**src/rtl/core/lei_pkg.sv**
```systemverilog
// Shared types and constants for the line ending indexer.
`default_nettype none

package lei_pkg;

  // Default width of the position, length and ending counters.
  localparam int COUNTER_BITS_DEF = 33;

  // A line may not start beyond 0xFFFFFFFF minus this margin.
  localparam int          OFFSET_MARGIN = 4096;
  localparam logic [63:0] OFF_LIMIT     = 64'hFFFF_FFFF - 64'(OFFSET_MARGIN);

  localparam logic [7:0] CHAR_LF = 8'h0A;
  localparam logic [7:0] CHAR_CR = 8'h0D;

  localparam int BOM_W = 3;

  localparam logic [30:0] ROW_MAX = '1;

  // One item yields at most this many results.
  localparam int MAX_RESULTS = 3;
  localparam int PUSH_W      = $clog2(MAX_RESULTS + 1);
  localparam int RQ_DEPTH    = 4;

  typedef enum logic [1:0] {
    END_LF   = 2'd0,
    END_CRLF = 2'd1,
    END_CR   = 2'd2,
    END_NONE = 2'd3
  } line_end_t;

  typedef enum logic [1:0] {
    KIND_LINE    = 2'd0,
    KIND_SUMMARY = 2'd1,
    KIND_ERROR   = 2'd2
  } result_kind_t;

  typedef struct packed {
    result_kind_t result_kind;
    logic [31:0]  line_offset;
    logic [32:0]  line_length;
    line_end_t    line_end;
    logic [30:0]  row_count;
    logic [32:0]  max_length;
    logic [32:0]  total_bytes;
    line_end_t    dominant_end;
    logic         last_result;
  } result_t;

  typedef struct packed {
    logic not_empty;
    logic room;
  } rq_status_t;

endpackage

`default_nettype wire

```
**src/rtl/core/line_ending_indexer.sv**
```systemverilog
// Top level of the line ending indexer: input register, scanner, result queue, APB register.
// An accepted byte waits in the input register until the scanner can push its results.
// Throughput: one byte per cycle while the queue has room; results leave one a cycle
// unless out_stall is high, so a byte giving two or three results can hold up the input.
// Reset (rst_n low, synchronous) empties the pipeline and queue and clears all file state.
`default_nettype none

module line_ending_indexer #(
  parameter int COUNTER_BITS = lei_pkg::COUNTER_BITS_DEF
) (
  input  wire logic        clk,
  input  wire logic        rst_n,

  // Configuration port
  input  wire logic        cfg_psel,
  input  wire logic        cfg_penable,
  input  wire logic        cfg_pwrite,
  input  wire logic [2:0]  cfg_paddr,
  input  wire logic [31:0] cfg_pwdata,
  output logic [31:0]      cfg_prdata,
  output logic             cfg_pready,

  // Byte input channel
  input  wire logic        in_valid,
  output logic             in_stall,
  input  wire logic [7:0]  in_data_byte,
  input  wire logic        in_has_byte,
  input  wire logic        in_last_item,

  // Result channel
  output logic             out_valid,
  input  wire logic        out_stall,
  output logic [1:0]       out_result_kind,
  output logic [31:0]      out_line_offset,
  output logic [32:0]      out_line_length,
  output logic [1:0]       out_line_end,
  output logic [30:0]      out_row_count,
  output logic [32:0]      out_max_length,
  output logic [32:0]      out_total_bytes,
  output logic [1:0]       out_dominant_end,
  output logic             out_last_result
);

  localparam logic [2:0] ADDR_BOM = 3'd0;

  // The byte-order-mark length register. Software must write it only while the
  // block is idle; the block does not enforce this. The scanner reads it directly.
  logic [lei_pkg::BOM_W-1:0] bom_r;
  logic                      cfg_wr;

  assign cfg_wr     = cfg_psel && cfg_penable && cfg_pwrite && cfg_pready;
  assign cfg_pready = 1'b1;
  assign cfg_prdata = (cfg_paddr == ADDR_BOM) ? 32'(bom_r) : '0;

  always_ff @(posedge clk) begin
    if (!rst_n) begin
      bom_r <= '0;
    end else if (cfg_wr && (cfg_paddr == ADDR_BOM)) begin
      bom_r <= cfg_pwdata[lei_pkg::BOM_W-1:0];
    end
  end

  // Input register. The held item moves into the scanner when the result
  // queue is sure to have room for all results it may cause (three at most),
  // counting the result leaving the queue in this same cycle. A new
  // transaction is taken whenever the register is empty or is being drained.
  logic                in_vld_r;
  logic                in_vld_nxt;
  logic [7:0]          data_r;
  logic                has_r;
  logic                last_r;
  logic                in_take;
  logic                fire;
  logic                pop;
  lei_pkg::rq_status_t rq_stat;

  assign fire     = in_vld_r && rq_stat.room;
  assign in_stall = in_vld_r && !rq_stat.room;
  assign in_take  = in_valid && !in_stall;

  always_comb begin
    if (in_take) begin
      in_vld_nxt = 1'b1;
    end else if (fire) begin
      in_vld_nxt = 1'b0;
    end else begin
      in_vld_nxt = in_vld_r;
    end
  end

  always_ff @(posedge clk) begin
    if (!rst_n) begin
      in_vld_r <= 1'b0;
    end else begin
      in_vld_r <= in_vld_nxt;
    end
  end

  always_ff @(posedge clk) begin
    if (in_take) begin
      data_r <= in_data_byte;
      has_r  <= in_has_byte;
      last_r <= in_last_item;
    end
  end

  // The scanner closes lines, keeps the per-file statistics and formats up
  // to three results (line, line, summary or error) for the item it fires on.
  logic [lei_pkg::PUSH_W-1:0]                 push_cnt;
  lei_pkg::result_t [lei_pkg::MAX_RESULTS-1:0] push_res;

  lei_scan #(
    .CW (COUNTER_BITS)
  ) u_scan (
    .clk        (clk),
    .rst_n      (rst_n),
    .bom_length (bom_r),
    .fire       (fire),
    .data_byte  (data_r),
    .has_byte   (has_r),
    .last_item  (last_r),
    .push_cnt   (push_cnt),
    .push_res   (push_res)
  );

  // The queue parts the scanner from the result channel: a stalled result
  // does not hold up the scanner until the queue runs short of room.
  lei_pkg::result_t head;

  assign pop = rq_stat.not_empty && !out_stall;

  lei_rq u_rq (
    .clk      (clk),
    .rst_n    (rst_n),
    .push_cnt (push_cnt),
    .push_res (push_res),
    .pop      (pop),
    .head     (head),
    .status   (rq_stat)
  );

  assign out_valid        = rq_stat.not_empty;
  assign out_result_kind  = head.result_kind;
  assign out_line_offset  = head.line_offset;
  assign out_line_length  = head.line_length;
  assign out_line_end     = head.line_end;
  assign out_row_count    = head.row_count;
  assign out_max_length   = head.max_length;
  assign out_total_bytes  = head.total_bytes;
  assign out_dominant_end = head.dominant_end;
  assign out_last_result  = head.last_result;

endmodule

`default_nettype wire

```
**src/rtl/core/lei_scan.sv**
```systemverilog
// Line scanner: per-file state, line detection and result formatting.
`default_nettype none

module lei_scan #(
  parameter int CW = lei_pkg::COUNTER_BITS_DEF
) (
  input  wire logic                                  clk,
  input  wire logic                                  rst_n,
  input  wire logic [lei_pkg::BOM_W-1:0]             bom_length,
  input  wire logic                                  fire,
  input  wire logic [7:0]                            data_byte,
  input  wire logic                                  has_byte,
  input  wire logic                                  last_item,
  output logic [lei_pkg::PUSH_W-1:0]                 push_cnt,
  output lei_pkg::result_t [lei_pkg::MAX_RESULTS-1:0] push_res
);

  localparam logic [CW-1:0] CMAX = '1;

  function automatic logic [CW-1:0] sat_add(input logic [CW-1:0] a,
                                             input logic [CW-1:0] b);
    logic [CW:0] s;
    s = {1'b0, a} + {1'b0, b};
    return s[CW] ? CMAX : s[CW-1:0];
  endfunction

  function automatic logic [CW-1:0] sat_add3(input logic [CW-1:0] a,
                                              input logic [CW-1:0] b,
                                              input logic [CW-1:0] c);
    logic [CW+1:0] s;
    s = {2'b00, a} + {2'b00, b} + {2'b00, c};
    return (s > {2'b00, CMAX}) ? CMAX : s[CW-1:0];
  endfunction

  function automatic logic [CW-1:0] span(input logic [CW-1:0] stop,
                                          input logic [CW-1:0] start);
    return (stop > start) ? (stop - start) : '0;
  endfunction

  function automatic lei_pkg::result_t make_line(input logic [CW-1:0] start,
                                                 input logic [CW-1:0] len,
                                                 input lei_pkg::line_end_t kind);
    lei_pkg::result_t r;
    r             = '0;
    r.result_kind = lei_pkg::KIND_LINE;
    r.line_offset = 32'(64'(start));
    r.line_length = 33'(64'(len));
    r.line_end    = kind;
    return r;
  endfunction

  function automatic lei_pkg::result_t make_error(input lei_pkg::line_end_t kind);
    lei_pkg::result_t r;
    r              = '0;
    r.result_kind  = lei_pkg::KIND_ERROR;
    r.line_end     = kind;
    r.dominant_end = kind;
    r.last_result  = 1'b1;
    return r;
  endfunction

  // File state
  logic [lei_pkg::BOM_W-1:0] skip_r;
  logic [CW-1:0]             pos_r;
  logic [CW-1:0]             ls_r;
  logic                      pc_r;
  logic [CW-1:0]             lf_r;
  logic [CW-1:0]             crlf_r;
  logic [CW-1:0]             cr_r;
  logic [CW-1:0]             longest_r;
  logic [CW-1:0]             sum_r;
  logic [30:0]               lines_r;
  logic                      halted_r;

  logic [lei_pkg::BOM_W-1:0] skip_nxt;
  logic [CW-1:0]             pos_nxt;
  logic [CW-1:0]             ls_nxt;
  logic                      pc_nxt;
  logic [CW-1:0]             lf_nxt;
  logic [CW-1:0]             crlf_nxt;
  logic [CW-1:0]             cr_nxt;
  logic [CW-1:0]             longest_nxt;
  logic [CW-1:0]             sum_nxt;
  logic [30:0]               lines_nxt;
  logic                      halted_nxt;

  // Byte stage
  logic                take;
  logic                skip_inc;
  logic                is_lf;
  logic                is_cr;
  logic [CW-1:0]       pos_inc;
  logic [CW-1:0]       pos1;
  logic [CW-1:0]       ls1;
  logic                pc1;
  logic                halt1;

  // Line closed by the byte (T) and line closed by the end of file (X)
  logic                  t_v, t_err, t_rec, t_fail;
  lei_pkg::line_end_t    t_kind;
  logic [CW-1:0]         t_stop, t_len, t_len_eff;
  logic                  x_v, x_err, x_rec, x_fail;
  lei_pkg::line_end_t    x_kind;
  logic [CW-1:0]         x_stop, x_len, x_len_eff;
  logic                  s_v;

  logic                  t_lf, t_crlf, t_cr, x_cr;
  logic [CW-1:0]         lf_t, crlf_t, cr_t, cr_s;
  logic [CW-1:0]         longest_t, longest_s;
  logic [CW-1:0]         sum_t, sum_s;
  logic [31:0]           lines_t_w, lines_s_w;
  logic [30:0]           lines_t, lines_s;
  lei_pkg::line_end_t    dom;

  lei_pkg::result_t      res_t_line, res_x_line, res_sum;

  always_comb begin
    is_lf    = (data_byte == lei_pkg::CHAR_LF);
    is_cr    = (data_byte == lei_pkg::CHAR_CR);
    take     = has_byte && !halted_r && (skip_r >= bom_length);
    skip_inc = has_byte && !halted_r && (skip_r < bom_length);
    pos_inc  = (pos_r == CMAX) ? pos_r : pos_r + CW'(1);

    // A byte closes at most one line: the one held open by a pending CR,
    // or the current one when the byte is a LF.
    t_v    = take && (pc_r || is_lf);
    t_kind = pc_r ? (is_lf ? lei_pkg::END_CRLF : lei_pkg::END_CR) : lei_pkg::END_LF;
    t_stop = pc_r ? pos_r - CW'(1) : pos_r;
    t_len  = span(t_stop, ls_r);
    t_err  = 64'(ls_r) > lei_pkg::OFF_LIMIT;
    t_rec  = t_v && !t_err;
    t_fail = t_v && t_err;

    pos1 = take ? pos_inc : pos_r;
    pc1  = take ? is_cr : pc_r;
    if (!take) begin
      ls1 = ls_r;
    end else if (is_lf) begin
      ls1 = pos_inc;
    end else if (pc_r) begin
      ls1 = pos_r;
    end else begin
      ls1 = ls_r;
    end
    halt1 = halted_r || t_fail;

    // At the end of file a pending CR is a lone CR; otherwise an open
    // line with bytes in it is closed without a terminator.
    x_v    = last_item && !halt1 && (pc1 || (pos1 > ls1));
    x_kind = pc1 ? lei_pkg::END_CR : lei_pkg::END_NONE;
    x_stop = pc1 ? pos1 - CW'(1) : pos1;
    x_len  = span(x_stop, ls1);
    x_err  = 64'(ls1) > lei_pkg::OFF_LIMIT;
    x_rec  = x_v && !x_err;
    x_fail = x_v && x_err;
    s_v    = last_item && !halt1 && !x_fail;

    t_len_eff = t_rec ? t_len : '0;
    x_len_eff = x_rec ? x_len : '0;
    t_lf      = t_rec && (t_kind == lei_pkg::END_LF);
    t_crlf    = t_rec && (t_kind == lei_pkg::END_CRLF);
    t_cr      = t_rec && (t_kind == lei_pkg::END_CR);
    x_cr      = x_rec && (x_kind == lei_pkg::END_CR);

    lf_t      = sat_add(lf_r, CW'(t_lf));
    crlf_t    = sat_add(crlf_r, CW'(t_crlf));
    cr_t      = sat_add(cr_r, CW'(t_cr));
    cr_s      = sat_add(cr_r, CW'({1'b0, t_cr} + {1'b0, x_cr}));
    longest_t = (t_len_eff > longest_r) ? t_len_eff : longest_r;
    longest_s = (x_len_eff > longest_t) ? x_len_eff : longest_t;
    sum_t     = sat_add(sum_r, t_len_eff);
    sum_s     = sat_add3(sum_r, t_len_eff, x_len_eff);
    lines_t_w = {1'b0, lines_r} + 32'(t_rec);
    lines_s_w = {1'b0, lines_r} + 32'(t_rec) + 32'(x_rec);
    lines_t   = (lines_t_w > {1'b0, lei_pkg::ROW_MAX}) ? lei_pkg::ROW_MAX : lines_t_w[30:0];
    lines_s   = (lines_s_w > {1'b0, lei_pkg::ROW_MAX}) ? lei_pkg::ROW_MAX : lines_s_w[30:0];

    if (crlf_t > lf_t && crlf_t > cr_s) begin
      dom = lei_pkg::END_CRLF;
    end else if (cr_s > lf_t && cr_s > crlf_t) begin
      dom = lei_pkg::END_CR;
    end else begin
      dom = lei_pkg::END_LF;
    end

    res_t_line = t_err ? make_error(t_kind) : make_line(ls_r, t_len, t_kind);
    res_x_line = x_err ? make_error(x_kind) : make_line(ls1, x_len, x_kind);
    res_sum              = '0;
    res_sum.result_kind  = lei_pkg::KIND_SUMMARY;
    res_sum.row_count    = lines_s;
    res_sum.max_length   = 33'(64'(longest_s));
    res_sum.total_bytes  = 33'(64'(sum_s));
    res_sum.dominant_end = dom;
    res_sum.last_result  = 1'b1;

    // Pack the results in order with no gaps.
    push_res[0] = t_v ? res_t_line : (x_v ? res_x_line : res_sum);
    push_res[1] = t_v ? (x_v ? res_x_line : res_sum) : res_sum;
    push_res[2] = res_sum;
    push_cnt    = fire ? (lei_pkg::PUSH_W'(t_v) + lei_pkg::PUSH_W'(x_v)
                          + lei_pkg::PUSH_W'(s_v)) : '0;

    if (last_item) begin
      skip_nxt    = '0;
      pos_nxt     = '0;
      ls_nxt      = '0;
      pc_nxt      = 1'b0;
      lf_nxt      = '0;
      crlf_nxt    = '0;
      cr_nxt      = '0;
      longest_nxt = '0;
      sum_nxt     = '0;
      lines_nxt   = '0;
      halted_nxt  = 1'b0;
    end else begin
      skip_nxt    = skip_inc ? skip_r + lei_pkg::BOM_W'(1) : skip_r;
      pos_nxt     = pos1;
      ls_nxt      = ls1;
      pc_nxt      = pc1;
      lf_nxt      = lf_t;
      crlf_nxt    = crlf_t;
      cr_nxt      = cr_t;
      longest_nxt = longest_t;
      sum_nxt     = sum_t;
      lines_nxt   = lines_t;
      halted_nxt  = halt1;
    end
  end

  always_ff @(posedge clk) begin
    if (!rst_n) begin
      skip_r    <= '0;
      pos_r     <= '0;
      ls_r      <= '0;
      pc_r      <= 1'b0;
      lf_r      <= '0;
      crlf_r    <= '0;
      cr_r      <= '0;
      longest_r <= '0;
      sum_r     <= '0;
      lines_r   <= '0;
      halted_r  <= 1'b0;
    end else if (fire) begin
      skip_r    <= skip_nxt;
      pos_r     <= pos_nxt;
      ls_r      <= ls_nxt;
      pc_r      <= pc_nxt;
      lf_r      <= lf_nxt;
      crlf_r    <= crlf_nxt;
      cr_r      <= cr_nxt;
      longest_r <= longest_nxt;
      sum_r     <= sum_nxt;
      lines_r   <= lines_nxt;
      halted_r  <= halted_nxt;
    end
  end

endmodule

`default_nettype wire

```
**src/rtl/core/lei_rq.sv**
```systemverilog
// Result queue: takes up to three results at once and hands them out one a cycle while pop is high.
`default_nettype none

module lei_rq (
  input  wire logic                                   clk,
  input  wire logic                                   rst_n,
  input  wire logic [lei_pkg::PUSH_W-1:0]             push_cnt,
  input  wire lei_pkg::result_t [lei_pkg::MAX_RESULTS-1:0] push_res,
  input  wire logic                                   pop,
  output lei_pkg::result_t                            head,
  output lei_pkg::rq_status_t                         status
);

  localparam int CNT_W = $clog2(lei_pkg::RQ_DEPTH + 1);
  localparam int IDX_W = $clog2(lei_pkg::MAX_RESULTS);

  lei_pkg::result_t slot_r   [lei_pkg::RQ_DEPTH];
  lei_pkg::result_t slot_nxt [lei_pkg::RQ_DEPTH];
  lei_pkg::result_t slot_up  [lei_pkg::RQ_DEPTH];
  logic [CNT_W-1:0] cnt_r;
  logic [CNT_W-1:0] cnt_nxt;
  logic [CNT_W-1:0] base;
  logic [CNT_W-1:0] off [lei_pkg::RQ_DEPTH];

  always_comb begin
    base = cnt_r - CNT_W'(pop);
    for (int i = 0; i < lei_pkg::RQ_DEPTH - 1; i++) begin
      slot_up[i] = slot_r[i + 1];
    end
    slot_up[lei_pkg::RQ_DEPTH - 1] = slot_r[lei_pkg::RQ_DEPTH - 1];

    for (int i = 0; i < lei_pkg::RQ_DEPTH; i++) begin
      off[i] = CNT_W'(i) - base;
      if (CNT_W'(i) < base) begin
        slot_nxt[i] = pop ? slot_up[i] : slot_r[i];
      end else if (off[i] < CNT_W'(push_cnt)) begin
        slot_nxt[i] = push_res[off[i][IDX_W-1:0]];
      end else begin
        slot_nxt[i] = slot_r[i];
      end
    end

    cnt_nxt          = base + CNT_W'(push_cnt);
    head             = slot_r[0];
    status.not_empty = (cnt_r != '0);
    status.room      = (base <= CNT_W'(lei_pkg::RQ_DEPTH - lei_pkg::MAX_RESULTS));
  end

  always_ff @(posedge clk) begin
    for (int i = 0; i < lei_pkg::RQ_DEPTH; i++) begin
      slot_r[i] <= slot_nxt[i];
    end
  end

  always_ff @(posedge clk) begin
    if (!rst_n) begin
      cnt_r <= '0;
    end else begin
      cnt_r <= cnt_nxt;
    end
  end

endmodule

`default_nettype wire

```
**config.mk**
```make
export PLATFORM = sky130hd
export DESIGN_NAME = line_ending_indexer
export DESIGN_NICKNAME = d
export VERILOG_FILES = /design/src/rtl/core/lei_pkg.sv /design/src/rtl/core/line_ending_indexer.sv /design/src/rtl/core/lei_scan.sv /design/src/rtl/core/lei_rq.sv
export SDC_FILE = /design/constraint.sdc
export NUM_CORES = 2
export LEC_CHECK = 0
export ABC_AREA = 1
export BUFFER_PORTS_ARGS = -buffer_cell sky130_fd_sc_hd__buf_2
export CORE_MARGIN = 3
export CORE_UTILIZATION = 30
export CTS_BUF_LIST = sky130_fd_sc_hd__clkbuf_8
export CTS_CLUSTER_SIZE = 10
export DETAILED_ROUTE_END_ITERATION = 6
export HOLD_SLACK_MARGIN = 0.02
export PLACE_DENSITY_LB_ADDON = 0.12
export SETUP_SLACK_MARGIN = 0.15
export SYNTH_ARGS = -nofsm -noshare
export SYNTH_HDL_FRONTEND = slang
export SYNTH_SLANG_ARGS = --single-unit
```
**constraint.sdc**
```tcl
create_clock -name clk -period 19.85 [get_ports clk]
set_input_delay 0.9925 -clock clk [delete_from_list [all_inputs] [get_ports clk]]
set_output_delay 0.9925 -clock clk [all_outputs]
set_load 0.02 [all_outputs]
```
==> flow_metrics.py <==
metrics = {
    "outcome": {
        "result_of_the_run": "finished clean",
    },
    "timing": {
        "worst_slew_margin_rel_pct": 22.6,
        "max_freq_ghz": 0.0766,
        "final.min_clock_period_ns": 13.05,
        "post-route-period-util_pct": 65.7,
        "worst_tran_pin_value_ns": 1.16,
        "rsz_0062_raised_after_global_routing": "no",
        "worst_clock_skew_ns": 0.0796,
        "slew_violations": 0,
        "finalSetupViolCount": 0,
        "setup-tns-final_ns": 0,
        "final_hold_viol_count": 0,
    },
    "yosys": {
        "ys_seq_elements": 960,
        "synth-compound-area-share_pct": 10.4,
        "async_s_r_ff_share_synth_pct": 0,
        "share_of_the_synthesized_area_in_the_top_cell_type_pct": 31.8,
        "synth_cell_type_count": 70,
        "synth-main-ff-cell": "edfxtp_1",
        "postSynthCellCount": 8730,
        "synth_simple_gate_area_share_pct": 31.0,
        "synth_edf_count": 686,
        "ys_top_cells_by_count": "nand2_1 (2993), inv_1 (758), edfxtp_1 (686)",
        "post_synth_main_area_contributors": "edfxtp_1 (32%), nand2_1 (17%), dfxtp_1 (8.5%)",
        "synth.avg_cell_area_sq_um": 7.42,
        "synth_fa_ha_area_share_pct": 7.13,
        "yosys_warnings": 0,
        "synth.area.mux_share_pct": 0.0154,
        "yosysMostFrequentCell": "nand2_1",
        "synth_sequential_area_ratio_pct": 40.3,
        "synthXorXnorAreaFrac_pct": 3.68,
        "synth_area_leader_cell": "edfxtp_1",
        "post_synth_instance_area_sq_mm": 0.0648,
        "combinational_family_with_the_most_area_after_synthesis": "simple AND/OR/NAND/NOR gates",
    },
    "finish": {
        "multi_input_area_sq_mm": 0.0341,
        "fin_nets": 9226,
        "syn_to_final_growth_pct": 10.8,
        "share_of_final_layout_standard_cells_stronger_than_drive_strength_1_pct": 7.50,
        "sequential_cell_area_sq_mm": 0.0261,
        "num-fill-cells": 22800,
    },
    "detailed_routing": {
        "route.antenna.remaining_nets": 0,
        "routed_wl_per_cell_um": 21.9,
        "drt-total-wl_mm": 258,
        "vias": 60400,
        "first_pass_iters": 6,
        "drt-vias-per-instance": 5.13,
        "drc": 0,
        "detail_route.iter0.violations": 5456,
    },
    "setup_path": {
        "timing.critical_path.mode_cell": "nand2_1",
        "worst-endpoint-arrival_ns": 13.88,
        "crit_path_start_kind": "register",
        "cp_slowest_cell": "nand3_2",
        "cp_data_required_time_ns": 20.68,
        "r2r_slack_ns": 6.80,
        "setup.worst_path.class": "register to register",
        "maximum_fanout_along_the_worst_path": 65,
        "timing.critical_path.slowest_cell_delay_ns": 0.81,
        "critPathCaptureType": "register",
    },
    "cts": {
        "clock_tree_root_driver_cell": "clkbuf_8",
        "insertion_delay_ns": 1.01,
        "cts_htree_levels": 4,
        "cts_hold_buffers": 0,
        "numCtsBuffers": 183,
        "clock_path_buffers": 3,
        "cts.repair_timing.setup_buffer_count": 0,
        "clock_sinks": 960,
        "clk_pin_slew_worst_paths_ns": 0.06,
        "cts_tree": "done",
        "post_cts_resize_count": 0,
    },
    "job": {
        "maxCapViolations": 0,
    },
    "die": {
        "fp.dieH_um": 471,
        "fp.dieArea_sq_mm": 0.222,
        "core_region_area_sq_mm": 0.213,
        "horiz_die_dim_um": 471,
        "floorplan.initialDensity_pct": 30.4,
        "std_cell_rows": 169,
        "num_io_pins": 256,
    },
    "global_routing": {
        "globalRouteOverflowTotal": 0,
        "first_global_vias": 56500,
        "grt_first_pass_wirelength_mm": 379,
        "antenna_violations_before_repair": 23,
        "largest_net_degree_at_the_start_of_global_routing": 146,
        "grt_util_all_layers_pct": 22.5,
    },
    "placed_design": {
        "port_buffers": 196,
        "routabilityCongestion": 0.965,
        "dpl.hpwl_mm": 188,
    },
    "hold_path": {
        "hold_class": "input port to register",
    },
}
==> worst max-delay path: cells and delay by family, from the launching register on <==
kind                     cells  cell delay, ns
AND/OR/NAND/NOR             32            7.58
buffers and inverters        7            2.39
adder cells (fa/ha/maj)      4            1.23
AO/OA/AOI/OAI                5            1.09
flip-flops                   1            0.44
==> cells by family (layout without fill, tap and decap cells) <==
family | Yosys count | in the layout
compound gates | 1236 | 1236
other cells | 2 | 35
mux | 1 | 1
xor+xnor | 272 | 272
simple gates | 4699 | 4699
flops | 960 | 960
fa+ha+maj | 365 | 365
buf+inv | 1195 | 1397
==> per-stage QoR <==
step | cell area [sq um] | setup slack, ns | instances | hold WS [ns] | utilization, %
2_1_floorplan | 64900 | 1.86 | 8758 | 0.445 | -
3_3_place_gp | 68300 | 7.10 | 11400 | 0.452 | 32.0
3_5_place_dp | 68300 | 7.11 | 11400 | 0.460 | 32.0
4_1_cts | 71800 | 7.09 | 11800 | 0.0665 | 33.6
5_1_grt | 71800 | 6.12 | 11800 | 0.101 | 33.6
6_report | 71800 | 6.80 | 11800 | 0.195 | 33.6
==> state kept, by name, summed over array words and instances (netlist names), 3 cells and up <==
register,flops
u_rq.slot_r,676
u_scan.cr_r,33
u_scan.crlf_r,33
u_scan.lf_r,33
u_scan.longest_r,33
u_scan.ls_r,33
u_scan.pos_r,33
u_scan.sum_r,33
u_scan.lines_r,31
data_r,8
bom_r,3
u_rq.cnt_r,3
u_scan.skip_r,3
==> cells in the final DEF, fill, tap and decap left out, drive strengths merged, types with 68 or more instances in the layout <==
cell type | synthesis | final
o21ai | 419 | 419
xnor2 | 71 | 71
clkinv | 4 | 68
nand2 | 3007 | 3007
nand3 | 653 | 653
buf | 162 | 279
nor3 | 120 | 120
clkbuf | 251 | 188
xor2 | 201 | 201
nand4 | 137 | 137
a21oi | 604 | 604
inv | 778 | 853
ha | 358 | 358
dfxtp | 274 | 274
edfxtp | 686 | 686
nor2 | 625 | 625
==> worst paths after layout <==
kind	to	from	cells after the start
worst max-delay path	u_rq.slot_r[0][64]	u_scan.pos_r[0]	48
worst max register to register	u_rq.slot_r[0][64]	u_scan.pos_r[0]	48
worst min-delay path	data_r[1]	in_data_byte[1]	1
worst min register to register	u_scan.crlf_r[0]	u_scan.crlf_r[0]	2
==> area by class of cell <==
cell class	instances	share of cell area, %
multi-input cells	6603	47.5
flip-flops and latches	960	36.3
well taps	2821	4.92
inverters	782	4.12
clock buffers	188	3.60
repair buffers	279	2.27
clock inverters	148	1.23
diodes	5	0.0174
==> routing by layer <==
layer  global-route usage, %  vias to the layer above  wire length, um
met5                       0                        -               13
met4                    7.03                        2             8020
met3                    3.58                      370            17200
met2                    34.1                     2107           110000
met1                    32.6                    28700           123000
li1                        -                    29200                -
Power is left out: the tool's default activity adds up to more than one toggle a clock period on the data nets, which glitch-free logic cannot reach.
